## src/dcr_pkg.sv

```systemverilog
`timescale 1ns / 1ps

package dcr_pkg;

   // Largest packet handled; bytes beyond it are ignored.
   localparam int MAX_PACKET = 512;

   // Position counters must hold a label jump past the packet limit.
   localparam int POS_W = $clog2(MAX_PACKET + 272);
   typedef logic [POS_W-1:0] dcr_pos_type;

   // Header offsets of interest.
   localparam dcr_pos_type OFS_FLAGS_HI   = POS_W'(2);
   localparam dcr_pos_type OFS_FLAGS_LO   = POS_W'(3);
   localparam dcr_pos_type OFS_QDCOUNT_HI = POS_W'(4);
   localparam dcr_pos_type OFS_QDCOUNT_LO = POS_W'(5);
   localparam dcr_pos_type OFS_ANCOUNT_HI = POS_W'(6);
   localparam dcr_pos_type OFS_ANCOUNT_LO = POS_W'(7);
   localparam dcr_pos_type OFS_HDR_LAST   = POS_W'(11);
   localparam dcr_pos_type HDR_LEN        = POS_W'(12);
   localparam dcr_pos_type POS_MAX        = POS_W'(MAX_PACKET);

   // Type and class bytes after the root label, counted from the root label.
   localparam dcr_pos_type QTAIL_SPAN     = POS_W'(5);

   // Header constants.
   localparam logic [7:0] FLAG_QR      = 8'h80;
   localparam logic [7:0] ANCOUNT_ONE  = 8'h01;

   // Answer record.
   localparam int ANSWER_LEN = 16;
   localparam int ANS_IDX_W  = $clog2(ANSWER_LEN);
   typedef logic [ANS_IDX_W-1:0] dcr_ans_idx_type;
   localparam dcr_ans_idx_type ANS_IDX_LAST = ANS_IDX_W'(ANSWER_LEN - 1);
   localparam logic [7:0] ANS_PTR_HI   = 8'hC0;
   localparam logic [7:0] ANS_PTR_LO   = 8'h0C;
   localparam logic [7:0] ANS_TYPE_A   = 8'h01;
   localparam logic [7:0] ANS_CLASS_IN = 8'h01;
   localparam logic [7:0] ANS_RDLEN    = 8'h04;

   // Configuration registers.
   localparam int CSR_AW = 3;
   localparam logic REG_ANSWER_ADDRESS = 1'b0;
   localparam logic REG_ANSWER_TTL     = 1'b1;
   localparam logic [31:0] ANSWER_ADDRESS_RESET = 32'hC0A80401;
   localparam logic [31:0] ANSWER_TTL_RESET     = 32'd30;

   // Parser outcome for one accepted request.
   typedef struct packed {
      logic       pass_valid;
      logic [7:0] pass_byte;
      logic       last;
      logic       ok;
   } dcr_parse_type;

   // One reply item.
   typedef struct packed {
      logic [7:0] data;
      logic       eor;
      logic       drop;
   } dcr_item_type;

endpackage

```

## src/dcr_req_if.sv

```systemverilog
`timescale 1ns / 1ps

interface dcr_req_if;
   logic       valid;
   logic       ready;
   logic [7:0] in_byte;
   logic       in_last;

   modport source (output valid, output in_byte, output in_last, input ready);
   modport sink   (input valid, input in_byte, input in_last, output ready);
endinterface

```

## src/dcr_rsp_if.sv

```systemverilog
`timescale 1ns / 1ps

interface dcr_rsp_if;
   logic       valid;
   logic       ready;
   logic [7:0] out_byte;
   logic       end_of_reply;
   logic       reply_dropped;

   modport source (output valid, output out_byte, output end_of_reply,
                   output reply_dropped, input ready);
   modport sink   (input valid, input out_byte, input end_of_reply,
                   input reply_dropped, output ready);
endinterface

```

## src/dcr_csr.sv

```systemverilog
`timescale 1ns / 1ps

module dcr_csr
   import dcr_pkg::*;
(
   input  logic              clock,
   input  logic              reset,
   input  logic              psel,
   input  logic              penable,
   input  logic              pwrite,
   input  logic [CSR_AW-1:0] paddr,
   input  logic [31:0]       pwdata,
   output logic [31:0]       prdata,
   output logic              pready,
   output logic [31:0]       answer_address,
   output logic [31:0]       answer_ttl
);

   logic [31:0] address_ff, address_in;
   logic [31:0] ttl_ff, ttl_in;
   logic        wr_en;

   // Write in the access phase; the port never inserts wait states.
   assign pready = 1'b1;
   assign wr_en  = psel && penable && pwrite;

   always_comb begin
      address_in = address_ff;
      ttl_in     = ttl_ff;
      if (wr_en) begin
         unique case (paddr[2])
            REG_ANSWER_ADDRESS: address_in = pwdata;
            REG_ANSWER_TTL:     ttl_in     = pwdata;
            default:            ;
         endcase
      end
   end

   always_ff @(posedge clock) begin
      if (reset) begin
         address_ff <= ANSWER_ADDRESS_RESET;
         ttl_ff     <= ANSWER_TTL_RESET;
      end else begin
         address_ff <= address_in;
         ttl_ff     <= ttl_in;
      end
   end

   // Read back.
   always_comb begin
      unique case (paddr[2])
         REG_ANSWER_ADDRESS: prdata = address_ff;
         REG_ANSWER_TTL:     prdata = ttl_ff;
         default:            prdata = '0;
      endcase
   end

   assign answer_address = address_ff;
   assign answer_ttl     = ttl_ff;

endmodule

```

## src/dcr_parser.sv

```systemverilog
`timescale 1ns / 1ps

module dcr_parser
   import dcr_pkg::*;
(
   input  logic          clock,
   input  logic          reset,
   input  logic          advance,
   input  logic [7:0]    in_byte,
   input  logic          in_last,
   output dcr_parse_type parse
);

   typedef enum logic [2:0] {
      PH_HEADER,
      PH_NAME,
      PH_TAIL,
      PH_DONE,
      PH_REJECT
   } phase_type;

   phase_type   phase_ff, phase_in;
   dcr_pos_type pos_ff, pos_in;
   dcr_pos_type nlp_ff, nlp_in;
   dcr_pos_type qend_ff, qend_in;
   logic        qcz_ff, qcz_in;
   logic        pass_valid;
   logic [7:0]  pass_byte;
   logic        reply_ok;

   // Per-byte parse: header rewrite, label walk, question tail.
   always_comb begin
      phase_in   = phase_ff;
      pos_in     = pos_ff;
      nlp_in     = nlp_ff;
      qend_in    = qend_ff;
      qcz_in     = qcz_ff;
      pass_valid = 1'b0;
      pass_byte  = in_byte;
      if (pos_ff < POS_MAX) begin
         pos_in = pos_ff + POS_W'(1);
         unique case (phase_ff)
            PH_HEADER: begin
               pass_valid = 1'b1;
               if (pos_ff == OFS_FLAGS_HI) begin
                  pass_byte = FLAG_QR | {7'b0, in_byte[0]};
                  if (in_byte[7]) begin
                     phase_in   = PH_REJECT;
                     pass_valid = 1'b0;
                  end
               end else if (pos_ff == OFS_FLAGS_LO) begin
                  pass_byte = FLAG_QR;
               end else if (pos_ff == OFS_QDCOUNT_HI) begin
                  qcz_in = (in_byte == 8'h00);
               end else if (pos_ff == OFS_QDCOUNT_LO) begin
                  qcz_in = qcz_ff && (in_byte == 8'h00);
               end else if (pos_ff == OFS_ANCOUNT_LO) begin
                  pass_byte = ANCOUNT_ONE;
               end else if (pos_ff >= OFS_ANCOUNT_HI) begin
                  pass_byte = 8'h00;
               end
               if (pos_ff == OFS_HDR_LAST) begin
                  phase_in = PH_NAME;
               end
            end
            PH_NAME: begin
               pass_valid = 1'b1;
               if (pos_ff == nlp_ff) begin
                  if (in_byte == 8'h00) begin
                     qend_in  = pos_ff + QTAIL_SPAN;
                     phase_in = PH_TAIL;
                  end else begin
                     nlp_in = pos_ff + POS_W'(in_byte) + POS_W'(1);
                  end
               end
            end
            PH_TAIL: begin
               pass_valid = 1'b1;
               if ((pos_ff + POS_W'(1)) >= qend_ff) begin
                  phase_in = PH_DONE;
               end
            end
            default: ;
         endcase
      end

      // Verdict on the packet as it stands after this byte.
      reply_ok = (phase_in == PH_DONE) && !qcz_in &&
                 (({1'b0, qend_in} + (POS_W + 1)'(ANSWER_LEN)) <= {1'b0, POS_MAX});

      // The final byte starts the next packet afresh.
      if (in_last) begin
         phase_in = PH_HEADER;
         pos_in   = '0;
         nlp_in   = HDR_LEN;
         qend_in  = '0;
         qcz_in   = 1'b0;
      end
   end

   assign parse.pass_valid = pass_valid;
   assign parse.pass_byte  = pass_byte;
   assign parse.last       = in_last;
   assign parse.ok         = reply_ok;

   always_ff @(posedge clock) begin
      if (reset) begin
         phase_ff <= PH_HEADER;
         pos_ff   <= '0;
         nlp_ff   <= HDR_LEN;
         qend_ff  <= '0;
         qcz_ff   <= 1'b0;
      end else if (advance) begin
         phase_ff <= phase_in;
         pos_ff   <= pos_in;
         nlp_ff   <= nlp_in;
         qend_ff  <= qend_in;
         qcz_ff   <= qcz_in;
      end
   end

`ifndef ASSERT_OFF
   // The name walk only starts once the fixed header has gone by.
   a_name_after_header: assert property (@(posedge clock) disable iff (reset)
      (phase_ff == PH_NAME) |-> (pos_ff >= HDR_LEN))
      else $error("name phase entered inside the header");

   // While the type and class bytes pass, the question end is still ahead.
   a_tail_ahead: assert property (@(posedge clock) disable iff (reset)
      (phase_ff == PH_TAIL) |-> (pos_ff < qend_ff))
      else $error("tail phase past the question end");

   // The byte counter saturates at the packet limit.
   a_pos_bounded: assert property (@(posedge clock) disable iff (reset)
      pos_ff <= POS_MAX)
      else $error("byte position beyond the packet limit");
`endif

endmodule

```

## src/dcr_emitter.sv

```systemverilog
`timescale 1ns / 1ps

module dcr_emitter
   import dcr_pkg::*;
(
   input  logic          clock,
   input  logic          reset,
   input  logic          accept,
   input  dcr_parse_type parse,
   input  logic [31:0]   answer_address,
   input  logic [31:0]   answer_ttl,
   output logic          req_ready,
   output logic          rsp_valid,
   input  logic          rsp_ready,
   output dcr_item_type  rsp_item
);

   logic            rsp_valid_ff, rsp_valid_in;
   dcr_item_type    item_ff, item_in;
   logic            trail_active_ff, trail_active_in;
   dcr_ans_idx_type trail_idx_ff, trail_idx_in;
   logic            trail_ok_ff, trail_ok_in;
   logic            load;

   // One byte of the trailer: the answer record, or the drop marker.
   function automatic dcr_item_type trailer_item(input dcr_ans_idx_type idx,
                                                 input logic ok,
                                                 input logic [31:0] addr,
                                                 input logic [31:0] ttl);
      dcr_item_type it;
      it.data = 8'h00;
      it.eor  = 1'b1;
      it.drop = 1'b1;
      if (ok) begin
         it.drop = 1'b0;
         it.eor  = (idx == ANS_IDX_LAST);
         case (idx)
            4'd0:    it.data = ANS_PTR_HI;
            4'd1:    it.data = ANS_PTR_LO;
            4'd3:    it.data = ANS_TYPE_A;
            4'd5:    it.data = ANS_CLASS_IN;
            4'd6:    it.data = ttl[31:24];
            4'd7:    it.data = ttl[23:16];
            4'd8:    it.data = ttl[15:8];
            4'd9:    it.data = ttl[7:0];
            4'd11:   it.data = ANS_RDLEN;
            4'd12:   it.data = addr[31:24];
            4'd13:   it.data = addr[23:16];
            4'd14:   it.data = addr[15:8];
            4'd15:   it.data = addr[7:0];
            default: it.data = 8'h00;
         endcase
      end
      return it;
   endfunction

   // The result register frees up when empty or when its item is taken.
   assign load      = !rsp_valid_ff || rsp_ready;
   assign req_ready = load && !trail_active_ff;

   always_comb begin
      rsp_valid_in    = rsp_valid_ff;
      item_in         = item_ff;
      trail_active_in = trail_active_ff;
      trail_idx_in    = trail_idx_ff;
      trail_ok_in     = trail_ok_ff;
      if (accept) begin
         if (parse.pass_valid) begin
            // Passed byte first; the trailer follows if this was the last one.
            rsp_valid_in    = 1'b1;
            item_in         = '{data: parse.pass_byte, eor: 1'b0, drop: 1'b0};
            trail_active_in = parse.last;
            trail_idx_in    = '0;
            trail_ok_in     = parse.ok;
         end else if (parse.last) begin
            // No byte to pass: the trailer starts at once.
            rsp_valid_in    = 1'b1;
            item_in         = trailer_item('0, parse.ok, answer_address, answer_ttl);
            trail_active_in = parse.ok;
            trail_idx_in    = ANS_IDX_W'(1);
            trail_ok_in     = parse.ok;
         end else begin
            rsp_valid_in = 1'b0;
         end
      end else if (load) begin
         if (trail_active_ff) begin
            rsp_valid_in    = 1'b1;
            item_in         = trailer_item(trail_idx_ff, trail_ok_ff,
                                           answer_address, answer_ttl);
            trail_active_in = trail_ok_ff && (trail_idx_ff != ANS_IDX_LAST);
            trail_idx_in    = trail_idx_ff + ANS_IDX_W'(1);
         end else begin
            rsp_valid_in = 1'b0;
         end
      end
   end

   always_ff @(posedge clock) begin
      if (reset) begin
         rsp_valid_ff    <= 1'b0;
         trail_active_ff <= 1'b0;
         trail_idx_ff    <= '0;
         trail_ok_ff     <= 1'b0;
      end else begin
         rsp_valid_ff    <= rsp_valid_in;
         trail_active_ff <= trail_active_in;
         trail_idx_ff    <= trail_idx_in;
         trail_ok_ff     <= trail_ok_in;
      end
   end

   // Result payload.
   always_ff @(posedge clock) begin
      item_ff <= item_in;
   end

   assign rsp_valid = rsp_valid_ff;
   assign rsp_item  = item_ff;

`ifndef ASSERT_OFF
   // A drop marker is a single zero byte that closes the packet.
   a_drop_closes: assert property (@(posedge clock) disable iff (reset)
      (rsp_valid_ff && item_ff.drop) |-> (item_ff.eor && item_ff.data == 8'h00))
      else $error("malformed drop marker");

   // Loading the final answer byte ends the trailer.
   a_trailer_ends: assert property (@(posedge clock) disable iff (reset)
      (trail_active_ff && load && trail_idx_ff == ANS_IDX_LAST) |=> !trail_active_ff)
      else $error("trailer ran past the answer record");

   // No request is taken while a trailer is still being sent.
   a_no_req_in_trailer: assert property (@(posedge clock) disable iff (reset)
      $past(trail_active_ff) && trail_active_ff |-> !accept)
      else $error("request taken during the trailer");
`endif

endmodule

```

## src/captive_dns_responder.sv

```systemverilog
`timescale 1ns / 1ps

// Channel   Direction  Payload                                   Handshake
// req_ch    in         in_byte[8], in_last                      valid/ready
// rsp_ch    out        out_byte[8], end_of_reply, reply_dropped valid/ready
// csr       in/out     APB: answer_address @0x0, answer_ttl @0x4 psel/penable
//
// A request byte is parsed in the cycle it is taken; any reply byte it yields
// sits in the result register on the next edge, at one byte per cycle while
// rsp_ch is ready. A packet's final byte adds a 16-byte answer record (or
// one drop marker), sent likewise from the result register; requests wait.
// Synchronous active-high reset clears all parse state and empties the output.
// A stalled result only holds off requests while the result register is full.

module captive_dns_responder
   import dcr_pkg::*;
(
   input  logic              clock,
   input  logic              reset,
   dcr_req_if.sink           req_ch,
   dcr_rsp_if.source         rsp_ch,
   input  logic              psel,
   input  logic              penable,
   input  logic              pwrite,
   input  logic [CSR_AW-1:0] paddr,
   input  logic [31:0]       pwdata,
   output logic [31:0]       prdata,
   output logic              pready
);

   logic          req_accept;
   logic          req_ready;
   logic [31:0]   answer_address;
   logic [31:0]   answer_ttl;
   dcr_parse_type parse;
   dcr_item_type  rsp_item;

   assign req_ch.ready = req_ready;
   assign req_accept   = req_ch.valid && req_ready;

   // Configuration registers.
   dcr_csr u_csr (
      .clock          (clock),
      .reset          (reset),
      .psel           (psel),
      .penable        (penable),
      .pwrite         (pwrite),
      .paddr          (paddr),
      .pwdata         (pwdata),
      .prdata         (prdata),
      .pready         (pready),
      .answer_address (answer_address),
      .answer_ttl     (answer_ttl)
   );

   // Query parser and header rewrite.
   dcr_parser u_parser (
      .clock   (clock),
      .reset   (reset),
      .advance (req_accept),
      .in_byte (req_ch.in_byte),
      .in_last (req_ch.in_last),
      .parse   (parse)
   );

   // Result register and answer trailer.
   dcr_emitter u_emitter (
      .clock          (clock),
      .reset          (reset),
      .accept         (req_accept),
      .parse          (parse),
      .answer_address (answer_address),
      .answer_ttl     (answer_ttl),
      .req_ready      (req_ready),
      .rsp_valid      (rsp_ch.valid),
      .rsp_ready      (rsp_ch.ready),
      .rsp_item       (rsp_item)
   );

   assign rsp_ch.out_byte      = rsp_item.data;
   assign rsp_ch.end_of_reply  = rsp_item.eor;
   assign rsp_ch.reply_dropped = rsp_item.drop;

endmodule

```

## src/flat_wrapper.sv

```systemverilog
// flat-port wrapper written by rule: the top's interface ports become plain ports
module captive_dns_responder_flat import dcr_pkg::*;
  (clock, reset, psel, penable, pwrite, paddr, pwdata, prdata, pready, req_ch_valid, req_ch_in_byte, req_ch_in_last, req_ch_ready, rsp_ch_valid, rsp_ch_out_byte, rsp_ch_end_of_reply, rsp_ch_reply_dropped, rsp_ch_ready);
  dcr_req_if req_ch_i ();
  dcr_rsp_if rsp_ch_i ();
  input  logic clock;
  input  logic reset;
  input  logic psel;
  input  logic penable;
  input  logic pwrite;
  input  logic [CSR_AW-1:0] paddr;
  input  logic [31:0] pwdata;
  output logic [31:0] prdata;
  output logic pready;
  input wire logic [$bits(req_ch_i.valid)-1:0] req_ch_valid;
  input wire logic [$bits(req_ch_i.in_byte)-1:0] req_ch_in_byte;
  input wire logic [$bits(req_ch_i.in_last)-1:0] req_ch_in_last;
  output wire logic [$bits(req_ch_i.ready)-1:0] req_ch_ready;
  output wire logic [$bits(rsp_ch_i.valid)-1:0] rsp_ch_valid;
  output wire logic [$bits(rsp_ch_i.out_byte)-1:0] rsp_ch_out_byte;
  output wire logic [$bits(rsp_ch_i.end_of_reply)-1:0] rsp_ch_end_of_reply;
  output wire logic [$bits(rsp_ch_i.reply_dropped)-1:0] rsp_ch_reply_dropped;
  input wire logic [$bits(rsp_ch_i.ready)-1:0] rsp_ch_ready;
  assign req_ch_i.valid = req_ch_valid;
  assign req_ch_i.in_byte = req_ch_in_byte;
  assign req_ch_i.in_last = req_ch_in_last;
  assign req_ch_ready = req_ch_i.ready;
  assign rsp_ch_valid = rsp_ch_i.valid;
  assign rsp_ch_out_byte = rsp_ch_i.out_byte;
  assign rsp_ch_end_of_reply = rsp_ch_i.end_of_reply;
  assign rsp_ch_reply_dropped = rsp_ch_i.reply_dropped;
  assign rsp_ch_i.ready = rsp_ch_ready;
  captive_dns_responder u_core (.clock(clock), .reset(reset), .req_ch(req_ch_i), .rsp_ch(rsp_ch_i), .psel(psel), .penable(penable), .pwrite(pwrite), .paddr(paddr), .pwdata(pwdata), .prdata(prdata), .pready(pready));
endmodule
```

## config.mk

```make
export PLATFORM = sky130hd
export DESIGN_NAME = captive_dns_responder_flat
export DESIGN_NICKNAME = d
export VERILOG_FILES = /design/src/dcr_pkg.sv /design/src/dcr_req_if.sv /design/src/dcr_rsp_if.sv /design/src/dcr_csr.sv /design/src/dcr_parser.sv /design/src/dcr_emitter.sv /design/src/captive_dns_responder.sv /design/src/flat_wrapper.sv
export SDC_FILE = /design/constraint.sdc
export NUM_CORES = 1
export LEC_CHECK = 0
export BUFFER_PORTS_ARGS = -buffer_cell sky130_fd_sc_hd__buf_2
export CAP_MARGIN = 20
export CELL_PAD_IN_SITES_DETAIL_PLACEMENT = 0
export CELL_PAD_IN_SITES_GLOBAL_PLACEMENT = 1
export CORE_UTILIZATION = 40
export DETAILED_ROUTE_END_ITERATION = 7
export PLACE_DENSITY_LB_ADDON = 0.1
export SLEW_MARGIN = 15
export SYNTH_ARGS = -nofsm -noshare
export SYNTH_HDL_FRONTEND = slang
export SYNTH_HIERARCHICAL = 1
export SYNTH_SLANG_ARGS = --single-unit
```

## constraint.sdc

```tcl
create_clock -name clock -period 3.4 [get_ports clock]
set_input_delay 0.34 -clock clock [delete_from_list [all_inputs] [get_ports clock]]
set_output_delay 0.34 -clock clock [all_outputs]
set_load 0.01 [all_outputs]
```

Yosys cells after proc, flatten, opt, wreduce, memory -nomap -nowiden
Cells that the tools add are included.
{"block": "totals", "reg_bits": 115, "in_bits": 51}
{"block": "classes", "n_addsub": 6, "order_cmp": 4, "n_eq_ne": 25, "muxes": 65, "bitwise": 1, "n_reduce_logical": 30}
{"operator": "$mux W10", "n": 19}
{"operator": "$pmux W8 S12", "n": 1}
{"operator": "$mux W8", "n": 8}
{"operator": "$pmux W32 S2", "n": 1}
{"operator": "$eq A10 B3 Y1 const B", "n": 3}
{"operator": "$eq A4 B4 Y1 const B", "n": 7}
{"operator": "$mux W3", "n": 8}
{"operator": "$mux W1", "n": 21}
{"operator": "$add A10 B1 Y10 const B", "n": 2}
{"operator": "$eq A10 B2 Y1 const B", "n": 2}
{"operator": "$mux W4", "n": 5}
{"operator": "$eq A4 B3 Y1 const B", "n": 3}
{"operator": "$reduce_bool A2 Y1", "n": 6}
{"operator": "$add A10 B5 Y11 const B", "n": 1}
{"operator": "$le A11 B10 Y1 const B", "n": 1}
{"operator": "$add A10 B3 Y10 const B", "n": 1}
{"operator": "$add A10 B8 Y10", "n": 1}
{"operator": "$eq A10 B10 Y1", "n": 1}
{"operator": "$eq A10 B4 Y1 const B", "n": 1}
{"operator": "$ge A10 B10 Y1", "n": 1}
{"operator": "$ge A10 B3 Y1 const B", "n": 1}
{"operator": "$lt A10 B10 Y1 const B", "n": 1}
{"operator": "$reduce_and A2 Y1", "n": 5}
{"operator": "$pmux W3 S3", "n": 1}
{"operator": "other kinds (19)", "n": 30}

Depth between registers and ports, before layout
{"block": "depth", "depth_word": 15, "depth_mapped": 17}

Modules after synthesis
Netlist, hierarchy kept.
{"module": "dcr_csr", "instances": 1, "cells_per_inst": 295, "area_per_inst_um2": 3105.5, "seq_area_each_um2": 1281.2}
{"module": "dcr_parser", "instances": 1, "cells_per_inst": 345, "area_per_inst_um2": 2693.8, "seq_area_each_um2": 680.7}
{"module": "dcr_emitter", "instances": 1, "cells_per_inst": 180, "area_per_inst_um2": 1438.9, "seq_area_each_um2": 440.4}
{"module": "captive_dns_responder", "instances": 1, "cells_per_inst": 1, "area_per_inst_um2": 6.3, "seq_area_each_um2": 0.0}

Worst setup path after synthesis
Ideal clock, no wire load.
{"block": "synth_path", "path_type": "flip-flop to flip-flop", "from": "register u_core.u_parser.pos_ff[1]", "to": "register u_core.u_emitter.item_ff, in the netlist u_core/u_emitter/rsp_item[1], data pin", "arrival_ps": 2965, "path_slack_ps": 176, "stages_incl_launch_ff": 16, "path_buffers": 3, "synth_period_minus_slack_ps": 3224, "path_cell_list": "dfxtp_1 clkbuf_1 nand3_1 or2_2 clkbuf_1 nor2_1 xnor2_1 ha_1 o21ai_0 or3_1 o22a_1 nor3_1 buf_4 o21ai_0 and2_1 o21bai_1"}
{"element": "start, declared", "line": "dcr_parser.sv:23", "rtl": "dcr_pos_type pos_ff, pos_in;"}
{"element": "start signal, assigned", "line": "dcr_parser.sv:115", "rtl": "pos_ff <= pos_in;"}
{"element": "end signal, assigned", "line": "dcr_emitter.sv:114", "rtl": "item_ff <= item_in;"}
{"element": "end, declared", "line": "dcr_emitter.sv:19", "rtl": "dcr_item_type item_ff, item_in;"}

==> results.txt <==
- Asr flop ratio synth: 0%
- Unrepaired setup endpoints after global routing: false
* Pleak: 3.479 nW
* Cts hold-fix bufs: 0
- The tightest min-delay check is of the in -> reg type.
* Floorplan die area: 18650 um^2
- Effective utilization at floorplan: 41.45%
* Remaining routing DRC violations: 0
* Maximum count of clock buffers along a single path: 2
- Layout cell share with drive strength beyond 1: 21.86%
- After synthesis the cells add up to 7244 um^2.
- Clock tree synthesis selected as its root buffer the cell clkbuf_16.
* Register-to-Register Setup Slack: 230 ps
- Derived from the worst setup path, the maximum achievable clock frequency is 0.3155 GHz.
* Power, Total: 3.516 mW
- Transition time of the tightest slew-check pin: 955.3 ps
* Number of global-route vias before repair: 6122
* # nets final: 982
* Minimum setup slack in the final design: 230.8 ps
* Nature of the critical path startpoint: flip-flop
- The count of final hold-check violations came to 0.
- IR analysis of the VDD net gives a maximum drop of 0.0003652 V.
- The number of buffers and inverters on the critical path is 1.
- Worst-path clk slew: 60 ps
* Syn-to-layout area delta: 16.80%
* Kind of end point of the critical path: flip-flop
* Diodes inserted: 0
* Clock period minus worst slack: 3169 ps
- Cell taking the most area after synthesis: dfxtp_1
- GPL Wtd Cong: 0.8433
- Total Routed Length: 21.83 mm
* Setup TNS Final: 0 ps
* Power per cell area: 415.5 nW/um^2
- Dividing the detail-routed wire length by the instance count gives 19.15 um.
* Largest delay share family, worst path: simple AND/OR/NAND/NOR gates
* Number of placement rows: 48
- Wire length of the first global-routing pass: 34.11 mm
* Pin count of the biggest net entering global routing: 108
- Cells after synthesis: 821
- Series of cell instances along the critical path: ha_1, nand3_1, or2_2, nor2_1, xor2_1, ha_1, a211o_1, a41oi_1, o22a_1, nor3_2, buf_4, nand2b_1, nand2_1, nand2_1, o21ai_1
* Fin. max-slew vios: 0
- Among all stages on the critical path, the largest delay is contributed by dfxtp_1.
- During synthesis, Yosys emitted a total of 6 warnings.
- Worst slew margin: 36.31%
* Post-route cell area: 8462 um^2
- Max-cap violation count: 0
- In this run the worst path has a maximum fanout of 5.
* Overall Global Routing Usage: 24.30%
* Main area contributors after synthesis: dfxtp_1, mux2i_1, nand2b_1
- Summing all placed instances gives a cell area of 7900 um^2.
- The run finished with clean final reports.
- Detailed placement finished with a half-perimeter wire length of 15.89 mm.
- In this run, the number of DRC markers left after iteration 0 of detailed routing was 502.
* Req. time, crit path: 3560 ps
* Fraction of the cycle the final worst path needs: 93.21%
* Largest stage delay on the critical path: 410 ps
* Leading cell type in the layout, fill and taps excluded: dfxtp_1
- During placement, the flow inserted port buffers numbering 92.
* Number of enable-type register cells in the synthesized netlist: 10
- Core Region: 17480 um^2
* Worst setup slack after placement: 199.5 ps
* Setup violators final: 0
- After global routing the overflow that remains totals 0.
- Each instance of the synthesized netlist takes up on average 8.824 um^2.
* Clock buffer count from CTS: 17
- Ratio of routed vias to standard cells: 5.632
- Number of antenna violations at the first check in global routing: 0
* Critical path data arrival time: 3330 ps
* Clock network latency to the later pin of the worst-skew pair: 430 ps
- The H-tree generated during clock tree synthesis spans 4 levels.
- Chip height: 136.6 um
- Length of the first detailed-routing pass in iterations: 5
* Most instantiated flip-flop cell in the synthesis netlist: dfxtp_1
- Via count: 6420
* FF+latch count, synth: 115
* CTS tree: yes
* Post-Route Skew: 7.194 ps
- Sequential cell area fraction in the yosys report: 33.16%
- In this run the count of I/O pins placed on the die edge is 96.
- DIE WIDTH: 136.6 um
- Synth unique cells: 79
* Start-to-end type of the worst setup path: reg -> reg
* Commonest non-fill, non-tap cells in the layout: dfxtp_1, nand2b_1, buf_2
- The clock drives 115 sinks.
- Post-Syn Nets: 900
- Post-synth top area share: 29.02%
- The count of nets left with antenna violations once routing finished came out at 0.
-- state kept, by name, indices dropped and copies added (netlist names) --
name                              count
u_core/u_emitter/trail_ok_ff          1
u_core/u_parser/qcz_ff                1
u_core/u_csr/answer_address          32
u_core/u_parser/nlp_ff               10
u_core/u_emitter/rsp_valid            1
u_core/u_emitter/rsp_item            10
u_core/u_emitter/trail_idx_ff         4
u_core/u_emitter/trail_active_ff      1
u_core/u_parser/qend_ff              10
u_core/u_parser/phase_ff              3
u_core/u_parser/pos_ff               10
u_core/u_csr/answer_ttl              32
-- metal layers --
layer	routed length [um]	part of all wire [%]	global-route usage (%)	vias up
li1	-	-	-	3088
met3	1217	5.6	4.148	23
met5	0	0	0	-
met1	11020	50	36.24	3092
met2	9250	42	35.00	217
met4	339	1.6	7.778	0
-- per-stage QoR --
| step | utilization, % | hold slack, ps | std cells |
|---|---|---|---|
| 2_1_floorplan | - | 409.1 | 821 |
| 3_3_place_gp | 45.20 | 452.6 | 1108 |
| 3_5_place_dp | 45.20 | 467.0 | 1108 |
| 4_1_cts | 48.36 | 177.5 | 1139 |
| 5_1_grt | 48.42 | 187.8 | 1140 |
| 6_report | 48.42 | 189.4 | 1140 |
-- report_power, final --
group / internal [mW] / total [mW] / leakage, nW / switching [mW]
logic: 0.166 / 0.391 / 2.26 / 0.225
registers: 1.41 / 1.43 / 0.949 / 0.0255
clock network: 1.02 / 1.69 / 0.266 / 0.676
total: 2.59 / 3.52 / 3.48 / 0.927
-- final timing paths --
check	startpoint	end	cells after the start
setup / recovery	u_core/u_parser/pos_ff[0]	u_core/u_emitter/rsp_item[9]	15
hold / removal	pwdata[21]	u_core/u_csr/answer_ttl[21]	3
setup reg to reg	u_core/u_parser/pos_ff[0]	u_core/u_emitter/rsp_item[9]	15
hold reg to reg	u_core/u_parser/nlp_ff[4]	u_core/u_parser/nlp_ff[4]	2
-- worst min-delay path, stage by stage --
cell	delay [ps]
buf_2	110
nand2b_1	60
mux2i_1	60
-- cell type report --
cell class,instances,area (um^2)
fillers,1700,9015
multi-input cells,615,4393
flip-flops and latches,115,2402
repair buffers,126,728.2
clock buffers,19,442.9
well taps,225,281.5
clock inverters,12,108.9
inverters,28,105.1
-- what timing repair did --
item / CTS / global route
setup buffers: 0 / 0
gates resized for setup: 0 / 1
setup endpoints to repair: 0 / 2
-- synthesized netlist by cell type, types with 6 or more instances --
master,instances
a21oi_1,31
a22oi_1,14
a311oi_1,6
a31oi_1,8
and2_1,9
buf_2,19
clkbuf_1,28
dfxtp_1,105
edfxtp_1,10
ha_1,27
inv_1,27
mux2_2,32
mux2i_1,67
nand2_1,43
nand2b_1,94
nand3_1,15
nor2_1,62
nor2b_1,11
nor3_1,14
nor4_1,9
o21ai_0,22
o21ai_1,9
o32ai_1,7
or3_1,8
xnor2_1,9
xor2_1,21
-- cell families after synthesis --
family,share of synthesized area [%]
other,0.05176
and+or+nand+nor,22.40
xor gates and xnor gates,3.627
muxes,14.23
buffers and inverters,6.269
AOI/OAI and AO/OA,15.32
DFF,33.16
adders and majority gates,4.940
(Power assumes the default switching activity.)
